$ cat config.mk
export PLATFORM = sky130hd
export DESIGN_NAME = emb_cmd_queue
export DESIGN_NICKNAME = d
export VERILOG_FILES = /design/src/hw/rtl/emb_pkg.sv /design/src/hw/rtl/emb_cmd_queue.sv
export SDC_FILE = /design/constraint.sdc
export NUM_CORES = 1
export LEC_CHECK = 0
export BUFFER_PORTS_ARGS = -buffer_cell sky130_fd_sc_hd__buf_4
export CAP_MARGIN = 0
export CORE_ASPECT_RATIO = 1.4
export CORE_UTILIZATION = 50
export DETAILED_ROUTE_END_ITERATION = 10
export PLACE_DENSITY_LB_ADDON = 0.05
export SYNTH_ARGS = -nofsm -noshare
export SYNTH_HDL_FRONTEND = slang
export SYNTH_SLANG_ARGS = --single-unit
export TNS_END_PERCENT = 30
$ cat constraint.sdc
create_clock -name aclk -period 3.3 [get_ports aclk]
set_clock_uncertainty 0.15 [all_clocks]
set_input_delay 0.165 -clock aclk [delete_from_list [all_inputs] [get_ports aclk]]
set_output_delay 0.165 -clock aclk [all_outputs]
set_load 0.05 [all_outputs]
$ cat src/hw/rtl/emb_pkg.sv
package emb_pkg;

    localparam int MAX_WIDTH  = 4096;
    localparam int MAX_HEIGHT = 4096;

    localparam int PIX_W      = 8;
    localparam int COL_W      = $clog2(MAX_WIDTH);
    localparam int GEOM_W     = COL_W + 1;
    localparam int ROW_W      = $clog2(MAX_HEIGHT) + 1;
    localparam int GAIN_W     = 12;
    localparam int OFFSET_W   = 10;
    localparam int FRAC_W     = 8;
    localparam int SUM_W      = 11;
    localparam int PROD_W     = GAIN_W + SUM_W;
    localparam int WIN_N      = 9;

    localparam int CMD_DEPTH  = 4;
    localparam int OUT_DEPTH  = 8;

    localparam int CFG_IDX_W  = 8;
    localparam int CFG_DATA_W = 13;

    localparam logic [CFG_IDX_W-1:0] REG_GAIN   = CFG_IDX_W'(0);
    localparam logic [CFG_IDX_W-1:0] REG_OFFSET = CFG_IDX_W'(1);
    localparam logic [CFG_IDX_W-1:0] REG_WIDTH  = CFG_IDX_W'(2);
    localparam logic [CFG_IDX_W-1:0] REG_HEIGHT = CFG_IDX_W'(3);

    localparam int GAIN_RESET   = 256;
    localparam int OFFSET_RESET = 128;
    localparam int WIDTH_RESET  = 640;
    localparam int HEIGHT_RESET = 480;
    localparam int MIN_DIM      = 3;

    typedef struct packed {
        logic [GEOM_W-1:0] w;
        logic [COL_W-1:0]  wm1;
        logic [ROW_W-1:0]  h;
        logic [ROW_W-1:0]  hm1;
    } geom_t;

    typedef struct packed {
        logic [PIX_W-1:0] pix;
        logic [COL_W-1:0] col;
        logic             do_out;
        logic             edge_sel;
        logic             border;
        logic             last;
    } cmd_t;

    typedef struct packed {
        logic [PIX_W-1:0] pix;
        logic             last;
    } out_t;

    function automatic logic [GEOM_W-1:0] clamp_width(input logic [CFG_DATA_W-1:0] v);
        logic [GEOM_W-1:0] r;
        if (int'(v) < MIN_DIM) begin
            r = GEOM_W'(MIN_DIM);
        end else if (int'(v) > MAX_WIDTH) begin
            r = GEOM_W'(MAX_WIDTH);
        end else begin
            r = GEOM_W'(v);
        end
        return r;
    endfunction

    function automatic logic [ROW_W-1:0] clamp_height(input logic [CFG_DATA_W-1:0] v);
        logic [ROW_W-1:0] r;
        if (int'(v) < MIN_DIM) begin
            r = ROW_W'(MIN_DIM);
        end else if (int'(v) > MAX_HEIGHT) begin
            r = ROW_W'(MAX_HEIGHT);
        end else begin
            r = ROW_W'(v);
        end
        return r;
    endfunction

endpackage

$ cat src/hw/rtl/emb_cmd_queue.sv
module emb_cmd_queue
    import emb_pkg::*;
(
    input  logic aclk,
    input  logic aresetn,
    input  logic push,
    input  cmd_t push_cmd,
    output logic full,
    input  logic pop,
    output logic head_valid,
    output cmd_t head_cmd
);

    localparam int PTR_W = $clog2(CMD_DEPTH);
    localparam int CNT_W = $clog2(CMD_DEPTH + 1);

    cmd_t             mem_reg [CMD_DEPTH];
    logic [PTR_W-1:0] wr_ptr_reg, wr_ptr_next;
    logic [PTR_W-1:0] rd_ptr_reg, rd_ptr_next;
    logic [CNT_W-1:0] count_reg, count_next;

    assign full       = count_reg == CNT_W'(CMD_DEPTH);
    assign head_valid = count_reg != '0;
    assign head_cmd   = mem_reg[rd_ptr_reg];

    always_comb begin
        wr_ptr_next = push ? wr_ptr_reg + PTR_W'(1) : wr_ptr_reg;
        rd_ptr_next = pop ? rd_ptr_reg + PTR_W'(1) : rd_ptr_reg;
        count_next  = count_reg;
        if (push && !pop) begin
            count_next = count_reg + CNT_W'(1);
        end else if (pop && !push) begin
            count_next = count_reg - CNT_W'(1);
        end
    end

    always_ff @(posedge aclk) begin
        if (push) begin
            mem_reg[wr_ptr_reg] <= push_cmd;
        end
    end

    always_ff @(posedge aclk) begin
        if (!aresetn) begin
            wr_ptr_reg <= '0;
            rd_ptr_reg <= '0;
            count_reg  <= '0;
        end else begin
            wr_ptr_reg <= wr_ptr_next;
            rd_ptr_reg <= rd_ptr_next;
            count_reg  <= count_next;
        end
    end

endmodule

==> results.yml <==
power:
  switching_share_pct: 26.5
  netSwitchingPower_uw: 747
  intPower_uw: 2070
  ir_drop_mv: 0.284
  leakage_uw: 0.00172
  pwr-share-clk_pct: 27.0
  pwr-share-comb_pct: 17.6
  p_seq_share_pct: 55.4
  powerDensity_nw_per_um2: 575
placed_design:
  place_area_um2: 4450
  place_congestion: 0.675
  post-dp-hpwl_um: 4190
  port_buffers: 53
clock_tree:
  cts-root-buf: "clkbuf_8"
  h-tree-depth: 3
  cts-root-to-sink-buffers: 2
  numClockSinks: 105
  numCtsBuffers: 9
  clk_pin_slew_worst_paths_ns: 0.09
  clk_latency_ns: 0.35
  tritoncts: "yes"
sta:
  post-route-period-util_pct: 73.3
  hold_slack_ns: 0.0166
  drv_slew: 0
  grt_setup_unrepaired: "false"
  max_slew_margin_pct: 44.8
  fin_setup_tns_ns: 0
  hold_viol: 0
  worst_slew_pin_slew_ns: 0.827
  timing.fmax_mhz: 413
  setup_viol: 0
  finalCriticalPeriod_ns: 2.42
critical_path:
  end_kind: "primary output"
  arrival_ns: 2.11
  critical_path_class: "register to primary output"
  critPathMaxFanout: 24
  slowest_delay_ns: 0.88
  critPathTopFamily: "flip-flops"
  crit_slowest_cell: "dfxtp_2"
  crit_path_cell_trace: "mux4_1, buf_4"
  cp.depth: 2
  ff2ff_path_depth: 4
  cp_num_buf_inv: 1
  critPathLaunchType: "register"
  cp.required_ns: 2.98
outcome:
  outcome: "finished, final reports clean"
synthesis:
  synth.avg_cell_area_um2: 23.4
  netlist_area_um2: 3950
  synth_seq_cells: 105
  synth_top_area_share_pct: 73.0
  syn-num-nets: 203
  yosys.area.top_type: "edfxtp_1"
  synth_area_leaders: "edfxtp_1, mux4_2, dfxtp_1"
  seq_area_frac_synth_pct: 77.5
  ys_types: 21
  synth-warning-count: 0
  netlist_instances: 169
floorplan:
  die_y_um: 107
  start_util_pct: 51.3
  num_rows: 38
  core_um2: 7700
  ios: 54
  dieWidth_um: 77.1
  die_area_um2: 8260
global_route:
  grt_pass1_wl_um: 9980
  grt_pass1_vias: 2006
  antenna_found_initial: 0
  globalRoute.totalOverflow: 0
  grt_max_degree: 25
  grt_usage_pct: 16.8
drt:
  avgRoutedWirePerCell_um: 17.6
  avgViaCountPerCell: 5.18
  postRouteAntennaNets: 0
  via_count: 1887
  drt_iter0_drc: 111
  remaining_drc_errors: 0
  wl_um: 6410
  first_pass_iters: 4
layout:
  antennaDiodeCount: 0
  area_growth_pct: 24.3
  layout-drive-gt1-share_pct: 35.2
  final_util_pct: 63.7
  final_nets: 293
  largest_reg_flops: 96
  fillers: 571
  fin_area_um2: 4910
min_path:
  hold_class: "primary input to register"
  hold_depth: 3
flow_run:
  maxCapViolCount: 0
==> cells in the mapped netlist <==
cell type / instances
ha_1: 5
inv_1: 4
mux4_2: 20
xnor2_1: 2
nor3b_1: 1
buf_6: 1
buf_12: 2
buf_2: 2
clkbuf_1: 1
mux2i_1: 2
o21ai_0: 1
nor2b_1: 2
a21boi_0: 1
fa_1: 1
or3_1: 2
dfxtp_1: 9
and2_1: 9
edfxtp_1: 96
xor2_1: 3
nand2_1: 1
mux4_1: 4
==> through the flow <==
| stage | total power [uW] | std cells | worst slack (ns) |
|---|---|---|---|
| after floorplan | 1930 | 169 | 1.49 |
| after global placement | 2060 | 321 | 1.22 |
| after detailed placement | 2070 | 321 | 1.20 |
| after CTS | 2850 | 364 | 0.797 |
| after global routing | 2930 | 364 | 0.699 |
| final | 2820 | 364 | 0.880 |
==> cells by family (layout without fill, tap and decap cells) <==
| group | after synthesis | after routing | synth area share [%] |
|---|---|---|---|
| AO/OA/AOI/OAI | 2 | 2 | 0.317 |
| XOR/XNOR | 5 | 5 | 1.11 |
| adder cells (fa/ha/maj) | 6 | 6 | 2.09 |
| buffers and inverters | 10 | 105 | 2.03 |
| flip-flops | 105 | 105 | 77.5 |
| multiplexers | 26 | 26 | 14.6 |
| AND/OR/NAND/NOR | 15 | 15 | 2.34 |
==> worst reg2reg max path, delay by kind of cell (launching register included) <==
| kind | cells | cell delay, ns |
|---|---|---|
| adder cells (fa/ha/maj) | 1 | 0.14 |
| buffers and inverters | 2 | 0.45 |
| AND/OR/NAND/NOR | 1 | 0.56 |
| flip-flops | 1 | 0.36 |
==> path summary, 6_finish.rpt <==
path	start	end	slack, ns
worst max-delay path	register	head_cmd[19]	0.88
worst min-delay path	pop	rd_ptr_reg[0]	0.02
worst max register to register	wr_ptr_reg[0]	mem_reg[2][20]	1.33
worst min register to register	count_reg[2]	count_reg[2]	0.38
==> power by group through the flow <==
stage          Sequential [uW]  Clock, uW  Combinational (uW)
2_1_floorplan             1570          0                 356
3_3_place_gp              1590          0                 466
3_5_place_dp              1600          0                 477
4_1_cts                   1570        777                 505
5_1_grt                   1570        834                 525
6_report                  1560        761                 497
==> layer usage <==
layer / global-route usage (%) / routed length (um)
met2: 30.2 / 3620
met3: 3.57 / 199
met4: 7.28 / 118
met5: 0 / 0
met1: 19.2 / 2470
==> layout make-up <==
type / count / area (um^2) / area share [%]
timing repair buffer: 85 / 706 / 14.4
inverter: 4 / 15.0 / 0.306
clock inverter: 7 / 67.6 / 1.38
clock buffer: 9 / 124 / 2.52
sequential: 105 / 3060 / 62.4
tap: 100 / 125 / 2.55
multi-input combinational: 54 / 807 / 16.4
==> cell usage in the layout (no fill, tap or decap), drive strengths merged <==
| cell type | synthesis | layout |
|---|---|---|
| edfxtp | 96 | 96 |
| buf | 5 | 58 |
| dlygate4sd3 | 0 | 27 |
| mux4 | 24 | 24 |
| and2 | 9 | 9 |
| clkbuf | 1 | 9 |
| dfxtp | 9 | 9 |
| inv | 4 | 6 |
| ha | 5 | 5 |
| xor2 | 3 | 3 |
| clkinv | 0 | 3 |
| or3 | 2 | 2 |
| xnor2 | 2 | 2 |
| mux2i | 2 | 2 |
| nor2b | 2 | 2 |
| nor3b | 1 | 1 |
| nand2 | 1 | 1 |
| o21ai | 1 | 1 |
| a21boi | 1 | 1 |
| fa | 1 | 1 |
| clkinvlp | 0 | 1 |
| bufinv | 0 | 1 |
==> what timing repair did <==
action | CTS | global route
hold buffers | 27 | 0
gates resized for setup | 0 | 0
hold endpoints to repair | 105 | 0
setup buffers | 0 | 0
No activity file was read; power rests on OpenSTA's default activity.
