## config.mk

```make
export PLATFORM = sky130hd
export DESIGN_NAME = emb_front
export DESIGN_NICKNAME = d
export VERILOG_FILES = /design/src/hw/rtl/emb_pkg.sv /design/src/hw/rtl/emb_front.sv
export SDC_FILE = /design/constraint.sdc
export NUM_CORES = 1
export LEC_CHECK = 0
export ABC_AREA = 1
export BUFFER_PORTS_ARGS = -buffer_cell sky130_fd_sc_hd__buf_4
export CELL_PAD_IN_SITES_DETAIL_PLACEMENT = 0
export CELL_PAD_IN_SITES_GLOBAL_PLACEMENT = 1
export CORE_ASPECT_RATIO = 0.7
export CORE_MARGIN = 3
export CORE_UTILIZATION = 45
export DETAILED_ROUTE_END_ITERATION = 10
export PLACE_DENSITY = 0.86
export SYNTH_ARGS = -nofsm -noshare
export SYNTH_HDL_FRONTEND = slang
export SYNTH_SLANG_ARGS = --single-unit
```

## constraint.sdc

```tcl
create_clock -name aclk -period 10.4 [get_ports aclk]
set_input_delay 1.56 -clock aclk [delete_from_list [all_inputs] [get_ports aclk]]
set_output_delay 1.56 -clock aclk [all_outputs]
set_load 0.03 [all_outputs]
```

## src/hw/rtl/emb_pkg.sv

```systemverilog
package emb_pkg;

    localparam int MAX_WIDTH  = 4096;
    localparam int MAX_HEIGHT = 4096;

    localparam int PIX_W      = 8;
    localparam int COL_W      = $clog2(MAX_WIDTH);
    localparam int GEOM_W     = COL_W + 1;
    localparam int ROW_W      = $clog2(MAX_HEIGHT) + 1;
    localparam int GAIN_W     = 12;
    localparam int OFFSET_W   = 10;
    localparam int FRAC_W     = 8;
    localparam int SUM_W      = 11;
    localparam int PROD_W     = GAIN_W + SUM_W;
    localparam int WIN_N      = 9;

    localparam int CMD_DEPTH  = 4;
    localparam int OUT_DEPTH  = 8;

    localparam int CFG_IDX_W  = 8;
    localparam int CFG_DATA_W = 13;

    localparam logic [CFG_IDX_W-1:0] REG_GAIN   = CFG_IDX_W'(0);
    localparam logic [CFG_IDX_W-1:0] REG_OFFSET = CFG_IDX_W'(1);
    localparam logic [CFG_IDX_W-1:0] REG_WIDTH  = CFG_IDX_W'(2);
    localparam logic [CFG_IDX_W-1:0] REG_HEIGHT = CFG_IDX_W'(3);

    localparam int GAIN_RESET   = 256;
    localparam int OFFSET_RESET = 128;
    localparam int WIDTH_RESET  = 640;
    localparam int HEIGHT_RESET = 480;
    localparam int MIN_DIM      = 3;

    typedef struct packed {
        logic [GEOM_W-1:0] w;
        logic [COL_W-1:0]  wm1;
        logic [ROW_W-1:0]  h;
        logic [ROW_W-1:0]  hm1;
    } geom_t;

    typedef struct packed {
        logic [PIX_W-1:0] pix;
        logic [COL_W-1:0] col;
        logic             do_out;
        logic             edge_sel;
        logic             border;
        logic             last;
    } cmd_t;

    typedef struct packed {
        logic [PIX_W-1:0] pix;
        logic             last;
    } out_t;

    function automatic logic [GEOM_W-1:0] clamp_width(input logic [CFG_DATA_W-1:0] v);
        logic [GEOM_W-1:0] r;
        if (int'(v) < MIN_DIM) begin
            r = GEOM_W'(MIN_DIM);
        end else if (int'(v) > MAX_WIDTH) begin
            r = GEOM_W'(MAX_WIDTH);
        end else begin
            r = GEOM_W'(v);
        end
        return r;
    endfunction

    function automatic logic [ROW_W-1:0] clamp_height(input logic [CFG_DATA_W-1:0] v);
        logic [ROW_W-1:0] r;
        if (int'(v) < MIN_DIM) begin
            r = ROW_W'(MIN_DIM);
        end else if (int'(v) > MAX_HEIGHT) begin
            r = ROW_W'(MAX_HEIGHT);
        end else begin
            r = ROW_W'(v);
        end
        return r;
    endfunction

endpackage

```

## src/hw/rtl/emb_front.sv

```systemverilog
module emb_front
    import emb_pkg::*;
(
    input  logic             aclk,
    input  logic             aresetn,
    input  logic             in_valid,
    output logic             in_ready,
    input  logic [PIX_W-1:0] in_pixel,
    input  logic             in_start,
    input  logic             in_flush,
    input  geom_t            geom,
    input  logic             q_full,
    output logic             push,
    output cmd_t             push_cmd
);

    logic [COL_W-1:0] in_col_reg, in_col_next;
    logic [ROW_W-1:0] in_row_reg, in_row_next;
    logic [COL_W-1:0] out_col_reg, out_col_next;
    logic [ROW_W-1:0] out_row_reg, out_row_next;

    logic              accept;
    logic [COL_W-1:0]  ic0, ic1, ic2, oc0, oc1, oc2;
    logic [ROW_W-1:0]  ir0, ir1, ir2, or0, or1, or2;
    logic [GEOM_W-1:0] ic_inc, oc_inc;
    logic              finished, surplus, live, do_out, edge_sel;

    assign in_ready = !q_full;
    assign accept   = in_valid && in_ready;

    always_comb begin
        ic0 = in_start ? '0 : in_col_reg;
        ir0 = in_start ? '0 : in_row_reg;
        oc0 = in_start ? '0 : out_col_reg;
        or0 = in_start ? '0 : out_row_reg;

        // geometry may have shrunk under the counters
        if ({1'b0, ic0} >= geom.w) begin
            ic1 = '0;
            ir1 = ir0 + ROW_W'(1);
        end else begin
            ic1 = ic0;
            ir1 = ir0;
        end
        if ({1'b0, oc0} >= geom.w) begin
            oc1 = '0;
            or1 = or0 + ROW_W'(1);
        end else begin
            oc1 = oc0;
            or1 = or0;
        end

        finished = or1 >= geom.h;
        surplus  = ir1 >= geom.h;
        live     = !finished && (surplus || !in_flush);
        do_out   = !((ir1 == '0) || ((ir1 == ROW_W'(1)) && (ic1 == '0)));

        ic_inc = {1'b0, ic1} + GEOM_W'(1);
        if (ic_inc >= geom.w) begin
            ic2 = '0;
            ir2 = ir1 + ROW_W'(1);
        end else begin
            ic2 = ic_inc[COL_W-1:0];
            ir2 = ir1;
        end
        oc_inc = {1'b0, oc1} + GEOM_W'(1);
        if (oc_inc >= geom.w) begin
            oc2 = '0;
            or2 = or1 + ROW_W'(1);
        end else begin
            oc2 = oc_inc[COL_W-1:0];
            or2 = or1;
        end

        edge_sel = oc1 == geom.wm1;

        push_cmd.pix      = surplus ? '0 : in_pixel;
        push_cmd.col      = ic1;
        push_cmd.do_out   = do_out;
        push_cmd.edge_sel = edge_sel;
        push_cmd.border   = (or1 == '0) || (or1 == geom.hm1) || (oc1 == '0) || edge_sel;
        push_cmd.last     = (or1 == geom.hm1) && edge_sel;
        push              = accept && live;

        in_col_next  = in_col_reg;
        in_row_next  = in_row_reg;
        out_col_next = out_col_reg;
        out_row_next = out_row_reg;
        if (accept) begin
            in_col_next  = live ? ic2 : ic1;
            in_row_next  = live ? ir2 : ir1;
            out_col_next = (live && do_out) ? oc2 : oc1;
            out_row_next = (live && do_out) ? or2 : or1;
        end
    end

    always_ff @(posedge aclk) begin
        if (!aresetn) begin
            in_col_reg  <= '0;
            in_row_reg  <= '0;
            out_col_reg <= '0;
            out_row_reg <= '0;
        end else begin
            in_col_reg  <= in_col_next;
            in_row_reg  <= in_row_next;
            out_col_reg <= out_col_next;
            out_row_reg <= out_row_next;
        end
    end

endmodule

```

==> results of run 1 <==
## where the power goes
part | switching [mW] | internal (mW) | leakage (nW) | total [mW]
sequential | 0.00722 | 0.203 | 0.411 | 0.210
combinational | 0.180 | 0.0907 | 3.87 | 0.271
clock | 0.0901 | 0.120 | 0.0829 | 0.210
## cell type report
cell class | count | area share (%)
Multi-Input combinational cell | 970 | 64.9
Sequential cell | 50 | 11.9
Inverter | 214 | 9.55
Timing Repair Buffer | 94 | 8.39
Tap cell | 220 | 3.27
Clock buffer | 6 | 1.65
Clock inverter | 1 | 0.357
## worst max-delay path, cell delays in order
cell and delay [ns]:
buf_4 0.46, nor2_1 0.17, ha_1 0.34, nand2_1 0.08, inv_1 0.05, nand2_1 0.07
nand2_1 0.07, a21oi_2 0.48, nand3_4 0.45, o21ai_1 0.77, inv_1 0.16, ha_1 0.35
a21oi_1 0.15, o21ai_0 0.08, o21ai_0 0.16, nand2_1 0.06, nor2_1 0.17, nand2_1 0.08
buf_4 0.21, nor2_1 0.11, buf_4 0.17
## how the worst min path moves through the flow
| stage | from | slack (ns) | cells past startpoint | endpoint |
|---|---|---|---|---|
| 2_1_floorplan | in_col_reg[7]$_SDFFE_PN0P_ | 0.45 | 2 | in_col_reg[7]$_SDFFE_PN0P_ |
| 3_3_place_gp | in_col_reg[8]$_SDFFE_PN0P_ | 0.45 | 2 | in_col_reg[8]$_SDFFE_PN0P_ |
| 3_5_place_dp | in_col_reg[8]$_SDFFE_PN0P_ | 0.46 | 2 | in_col_reg[8]$_SDFFE_PN0P_ |
| 4_1_cts | in_col_reg[8]$_SDFFE_PN0P_ | 0.47 | 2 | in_col_reg[8]$_SDFFE_PN0P_ |
| 5_1_grt | in_col_reg[8]$_SDFFE_PN0P_ | 0.48 | 2 | in_col_reg[8]$_SDFFE_PN0P_ |
| 6_report | in_col_reg[8]$_SDFFE_PN0P_ | 0.47 | 2 | in_col_reg[8]$_SDFFE_PN0P_ |
## metal layers
metal | routed length, µm | GRT usage (%) | vias to the layer above
li1 | - | - | 4226
met1 | 12800 | 41.7 | 3659
met2 | 9810 | 37.8 | 272
met3 | 1690 | 3.92 | 11
met4 | 129 | 3.24 | 0
met5 | 0 | 0 | -
## cell families (layout without fill, tap and decap cells)
family                     Yosys count  in the layout  synth area share [%]
AOI/OAI and AO/OA                  165            165                  12.2
adders and majority gates           87             87                  14.6
buffers and inverters              252            315                  13.5
and+or+nand+nor                    663            663                  39.6
xor gates and xnor gates            55             55                  6.71
DFF                                 50             50                  13.4
## cells in the mapped netlist, types with 2 or more instances
master,instances,area [µm²]
clkbuf_1,18,67.6
nand3_2,2,20.0
buf_1,2,7.51
dfxtp_1,50,1000
nor2_1,143,537
a221oi_1,4,35.0
a21oi_1,92,460
a21oi_2,2,17.5
inv_2,6,22.5
o21ai_2,3,26.3
xor2_1,37,324
xnor2_1,17,149
nor4_1,6,37.5
nor2_4,8,90.1
nand3_1,73,365
nand2_2,9,56.3
nor3_2,6,60.1
nor3_1,27,135
buf_4,4,30.0
buf_6,3,33.8
ha_1,87,1090
nor2_2,8,50.1
nand3b_1,2,15.0
nand4_1,49,307
nand2_1,324,1220
nand3_4,2,35.0
inv_1,207,777
o21ai_1,2,10.0
buf_2,10,50.1
o21ai_0,51,255
o211ai_1,3,22.5
## per-stage QoR
step	hold WS [ns]	utilization [%]	std cells	power [mW]	setup WS, ns
5_1_grt	0.482	53.0	1555	0.731	2.20
3_5_place_dp	0.457	51.9	1548	0.481	2.76
2_1_floorplan	0.445	-	1272	0.399	3.51
4_1_cts	0.469	53.0	1555	0.690	2.71
6_report	0.469	53.0	1555	0.691	2.59
3_3_place_gp	0.454	51.9	1548	0.482	2.78
==> results.md, run 1 <==
- Status: finished, final reports clean
- Vias per cell: 5.25
- Clk slew on worst S/H paths: around 0.08 ns
- Pleak: between 4 and 5 nW
- Design Area, Final: ~8400 µm²
- Maxcap violations: 0
- Fin Setup TNS: 0 ns
- Final worst-path cycle share: between 70% and 80%
- CTS tree: yes
- Max-slew headroom: approximately 47%
- Antenna-violating nets left: 0
- Die Ht: approximately 110 µm
- Layout cells sized above 1: 11.5%
- Io pins: between 90 and 100
- Nets: around 1.5k
- Clock Tree Root: clkbuf_16
- Post-DP HPWL: about 19000 µm
- WL per Instance: about 16 µm
- Die ar.: 18200 µm²
- Crit-path max FO: 48
- Setup bufs post-CTS: 0
- Final setup skew: roughly 0.0094 ns
- Fillcell total: ~1.7k
- Mapped cell area: between 7000 and 8000 µm²
- Worst-Margin Slew: 0.785 ns
- Async SR Flop Fraction: 0%
- Crit path capture type: output port
- Number of synthesized flops with an enable pin: 0
- RSZ-0062 raised after global routing: no
- Final Hold Violating Endpoints: 0
- Yosys reg bits: 50
- Hold_buf cts: 0
- Die Span X: between 150 and 200 µm
- Cell Pwr Density: roughly 82 nW/µm²
- Most common cell after layout, fill and taps aside: nand2_1
- FF-to-FF path depth: 31
- Register area share after synthesis: 13.4%
- Initial antenna violation count: 0
- Largest net degree at the start of global routing: 49
- R2R Path End: out_row_reg[8]$_SDFFE_PN0P_
- Worst R2R Setup Slack: between 4 and 5 ns
- Final RePlAce weighted congestion: around 0.97
- Crit Path Category: in2out
- Synth Area per Inst: about 6 µm²
- Vias in the first global route: a little over 7k
- Synth cell types: 46
- Sink Count: 50
- Most frequent cells in the layout: 323 x nand2_1, 207 x inv_1, 143 x nor2_1, 94 x buf_4, 92 x a21oi_1
- Area grow syn2layout: 12.7%
- Syn Nets: between 1k and 1.5k
- CORE AREA: 15900 µm²
- Router iterations before antenna repair: 5
- First-pass GRT wire length: approximately 39000 µm
- Endpoints failing setup: 0
- Vias: between 8k and 9k
- Final wirelength: between 20000 and 25000 µm
- Antenna cells: 0
- Post-Synthesis Cells: roughly 1.3k
- Worst Hold Class: reg2reg
- Fmax: approximately 130 MHz
- Rows: 38
- CP startpoint kind: primary input
- Count of input and output buffers: 90
- Final-report max-slew violation count: 0
- Period minus WS final: between 7 and 8 ns
- Total Routing Usage GR: between 20% and 30%
- Maximum vdd drop: just over 0.00006 V
- Post-CTS resize count: 0
- Worst skew pair latency: between 0.3 and 0.4 ns
- DRC viols: 0
- Num CTS Buffers: 5
- Initial Util: between 40% and 50%
- Clock buffer depth: 2
- Placed cell areas: around 8200 µm²
- Area of the multi-input gates: about 5500 µm²
- Register area: 1000 µm²
- H-tree level count: 2
- Most used flip-flop cell after synthesis: dfxtp_1
- Setup crit start: in_start
- Syn. warnings: 0
- CP Data Required Time: just under 9 ns
- CP Data Arrival Time: around 6.3 ns
- Violation count after the first detailed-route iteration: between 600 and 700
- FF-to-FF Start: out_col_reg[8]$_SDFFE_PN0P_
- Worst Setup EP: push
- Congestion Overflow GR: 0
(Power assumes the default switching activity.)
==> run 2: changes to the inputs <==
ABC_AREA = 0   (was 1)
CORE_UTILIZATION = 44   (was 45)
PLACE_DENSITY = 0.81   (was 0.86)
clock period = 7.4 ns   (was 10.4 ns; I/O delays follow)
==> results.md, run 2 <==
- Area grow syn2layout: 15.8%
- Syn Nets: roughly 1.1k
- R2R Path End: in_col_reg[8]$_SDFFE_PN0P_
- Worst-Margin Slew: about 0.81 ns
- Sink Count: 50
- Endpoints failing setup: 0
- Rows: 37
- Most frequent cells after synthesis: 87 x ha_1, 81 x nor2_1, 80 x nand2_1
- Post-synth top area cell: ha_1
- XOR/XNOR Fraction of Synth Area: about 8%
- Worst skew pair latency: 0.31 ns
- WL per Instance: 19.4 µm
- CP Data Required Time: around 6.3 ns
- Worst R2R Setup Slack: between 1 and 1.5 ns
- Final RePlAce weighted congestion: 0.951
- Largest cells by area after synthesis: ha_1 16%, dfxtp_1 15%, xnor2_1 5.2%
- Total Routing Usage GR: approximately 27%
- Antenna-violating nets left: 0
- Critical hold path startpoint: out_row_reg[1]$_SDFFE_PN0P_
- Final worst-path cycle share: between 90 and 100%
- Final setup skew: 0.00768 ns
- Router iterations before antenna repair: 6
- Crit Path Category: in2out
- DRC viols: 0
- CP startpoint kind: primary input
- Final wirelength: ~24000 µm
- First-pass GRT wire length: roughly 38000 µm
- Yosys reg bits: 50
- Mapped cell area: 6880 µm²
- Final Hold Violating Endpoints: 0
- CP Data Arrival Time: 5.70 ns
- Initial antenna violation count: 0
- Most frequent cells in the layout: 116 x buf_4, 87 x ha_1, 81 x nor2_1, 80 x nand2_1, 56 x inv_1
- Maxcap violations: 0
- Crit-path max FO: 19
- Vias per cell: roughly 6
- Congestion Overflow GR: 0
- CTS tree: yes
- Clk slew on worst S/H paths: about 0.08 ns
- Post-DP HPWL: roughly 18000 µm
- Setup bufs post-CTS: 0
- Adder-cell share of the synthesized area: 15.8%
- Status: finished, final reports clean
- Nets: between 1k and 1.5k
- Clock buffer depth: 2
- Final-report max-slew violation count: 0
- Worst Hold Class: reg2reg
- CORE AREA: between 10000 and 15000 µm²
- Register area share after synthesis: 14.5%
- Syn. warnings: 0
- Synth cell types: 86
- Largest net degree at the start of global routing: 40
- Pleak: around 3.6 nW
- Most used flip-flop cell after synthesis: dfxtp_1
- Clock Tree Root: clkbuf_16
- Maximum vdd drop: approximately 0.000078 V
- Largest family of logic cells by synthesized area: simple AND/OR/NAND/NOR gates
- Num CTS Buffers: 5
- Compound-Gate Fraction of Synth Area: a little under a quarter
- Die Span X: 155 µm
- Violation count after the first detailed-route iteration: a little over 600
- Finished Core Util: ~53%
- Die Ht: ~110 µm
- WHS Endpoint: out_row_reg[1]$_SDFFE_PN0P_
- FF-to-FF Start: in_col_reg[6]$_SDFFE_PN0P_
- Vias: about 7.3k
- Count of input and output buffers: 90
- Period minus WS final: 6.81 ns
- Number of synthesized flops with an enable pin: 0
- Max-slew headroom: 45.3%
- RSZ-0062 raised after global routing: no
- Fin Setup TNS: 0 ns
- Io pins: between 90 and 100
- Cell Pwr Density: 92.8 nW/µm²
- Layout cells sized above 1: between 10% and 20%
- Async SR Flop Fraction: 0%
- Crit path capture type: output port
- Antenna cells: 0
- Vias in the first global route: just under 7k
- Synth Area per Inst: approximately 7.4 µm²
- Fillcell total: approximately 1.5k
- Most common cell after layout, fill and taps aside: buf_4
- Hold path cells: 2
- Most frequent cell after synthesis: ha_1
- Die ar.: approximately 17000 µm²
- Fmax: about 150 MHz
- Post-synth top area share: between 15 and 20%
- Mux cell area share after synthesis: 1.98%
- H-tree level count: 2
- Hold_buf cts: 0
- Post-CTS resize count: 0
- Post-Synthesis Cells: around 940
- Initial Util: 45.9%
- Simple-gate share of the synthesized area: approximately 31%
- FF-to-FF path depth: 23
==> run 2: changes by cell type after synthesis, moves of 28 or more <==
cell | before | now
nand3_1 | 73 | 45
nand2_1 | 324 | 80
a21oi_1 | 92 | 36
nor2b_1 | 0 | 39
inv_1 | 207 | 56
nor2_1 | 143 | 81
==> run 2: per-layer routing <==
layer  GRT usage [%]  up-vias  wire (µm)
li1                -     3624          -
met1            40.2     3367      11300
met2            38.5      328       9530
met3            6.93       26       2430
met4            5.19        0        283
met5               0        -          0
==> run 2: report_power, final <==
group | total, mW | leakage, nW | switching [mW] | internal, mW
logic | 0.196 | 3.08 | 0.118 | 0.0785
registers | 0.284 | 0.405 | 0.00931 | 0.275
clock network | 0.259 | 0.0739 | 0.124 | 0.135
total | 0.740 | 3.56 | 0.251 | 0.488
==> run 2: area by class of cell <==
type | instances | area, µm² | share of cell area, %
clock buffers | 7 | 143 | 1.79
clock inverters | 1 | 5.00 | 0.0628
inverters | 56 | 210 | 2.64
multi-input cells | 790 | 5500 | 69.0
flip-flops and latches | 50 | 1000 | 12.6
well taps | 195 | 244 | 3.06
repair buffers | 116 | 871 | 10.9
==> run 2: critical path, cell delays in order <==
cell,delay (ns)
buf_4,0.24
inv_1,0.22
nand2_1,0.15
inv_1,0.09
ha_1,0.31
a211oi_1,0.28
nor2_1,0.15
nor2_1,0.29
a21oi_1,0.13
buf_4,0.21
xnor2_1,0.65
ha_1,0.36
nand2b_1,0.14
a31oi_1,0.18
o21ai_0,0.12
a41oi_1,0.22
o21a_1,0.23
nand2_1,0.25
nor2_1,0.16
buf_4,0.18
==> run 2: logic make-up (layout without fill, tap and decap cells) <==
family | count (synthesis) | after routing
compound gates | 231 | 231
xor+xnor | 64 | 64
fa+ha+maj | 87 | 87
buf+inv | 95 | 180
flops | 50 | 50
mux | 13 | 13
simple gates | 395 | 395
==> run 2: stage by stage <==
stage | hold WS [ns] | setup slack (ns) | instances | area [µm²] | power (mW)
floorplan | 0.440 | 0.0408 | 935 | 6880 | 0.402
global placement | 0.474 | 0.727 | 1207 | 7820 | 0.483
detailed placement | 0.472 | 0.613 | 1207 | 7820 | 0.483
CTS | 0.484 | 0.719 | 1215 | 7970 | 0.737
global route | 0.521 | 0.259 | 1215 | 7970 | 0.771
finish | 0.477 | 0.586 | 1215 | 7970 | 0.740
==> run 2: worst max path at each step <==
stage,startpoint,end,slack [ns],cells after the start
after global routing,in_start,push,0.26,20
final,in_start,push,0.59,20
after detailed placement,in_start,out_row_reg[11]$_SDFFE_PN0P_,0.61,25
after CTS,in_start,push,0.72,20
after global placement,in_start,out_row_reg[11]$_SDFFE_PN0P_,0.73,25
after floorplan,in_start,out_row_reg[11]$_SDFFE_PN0P_,0.04,30
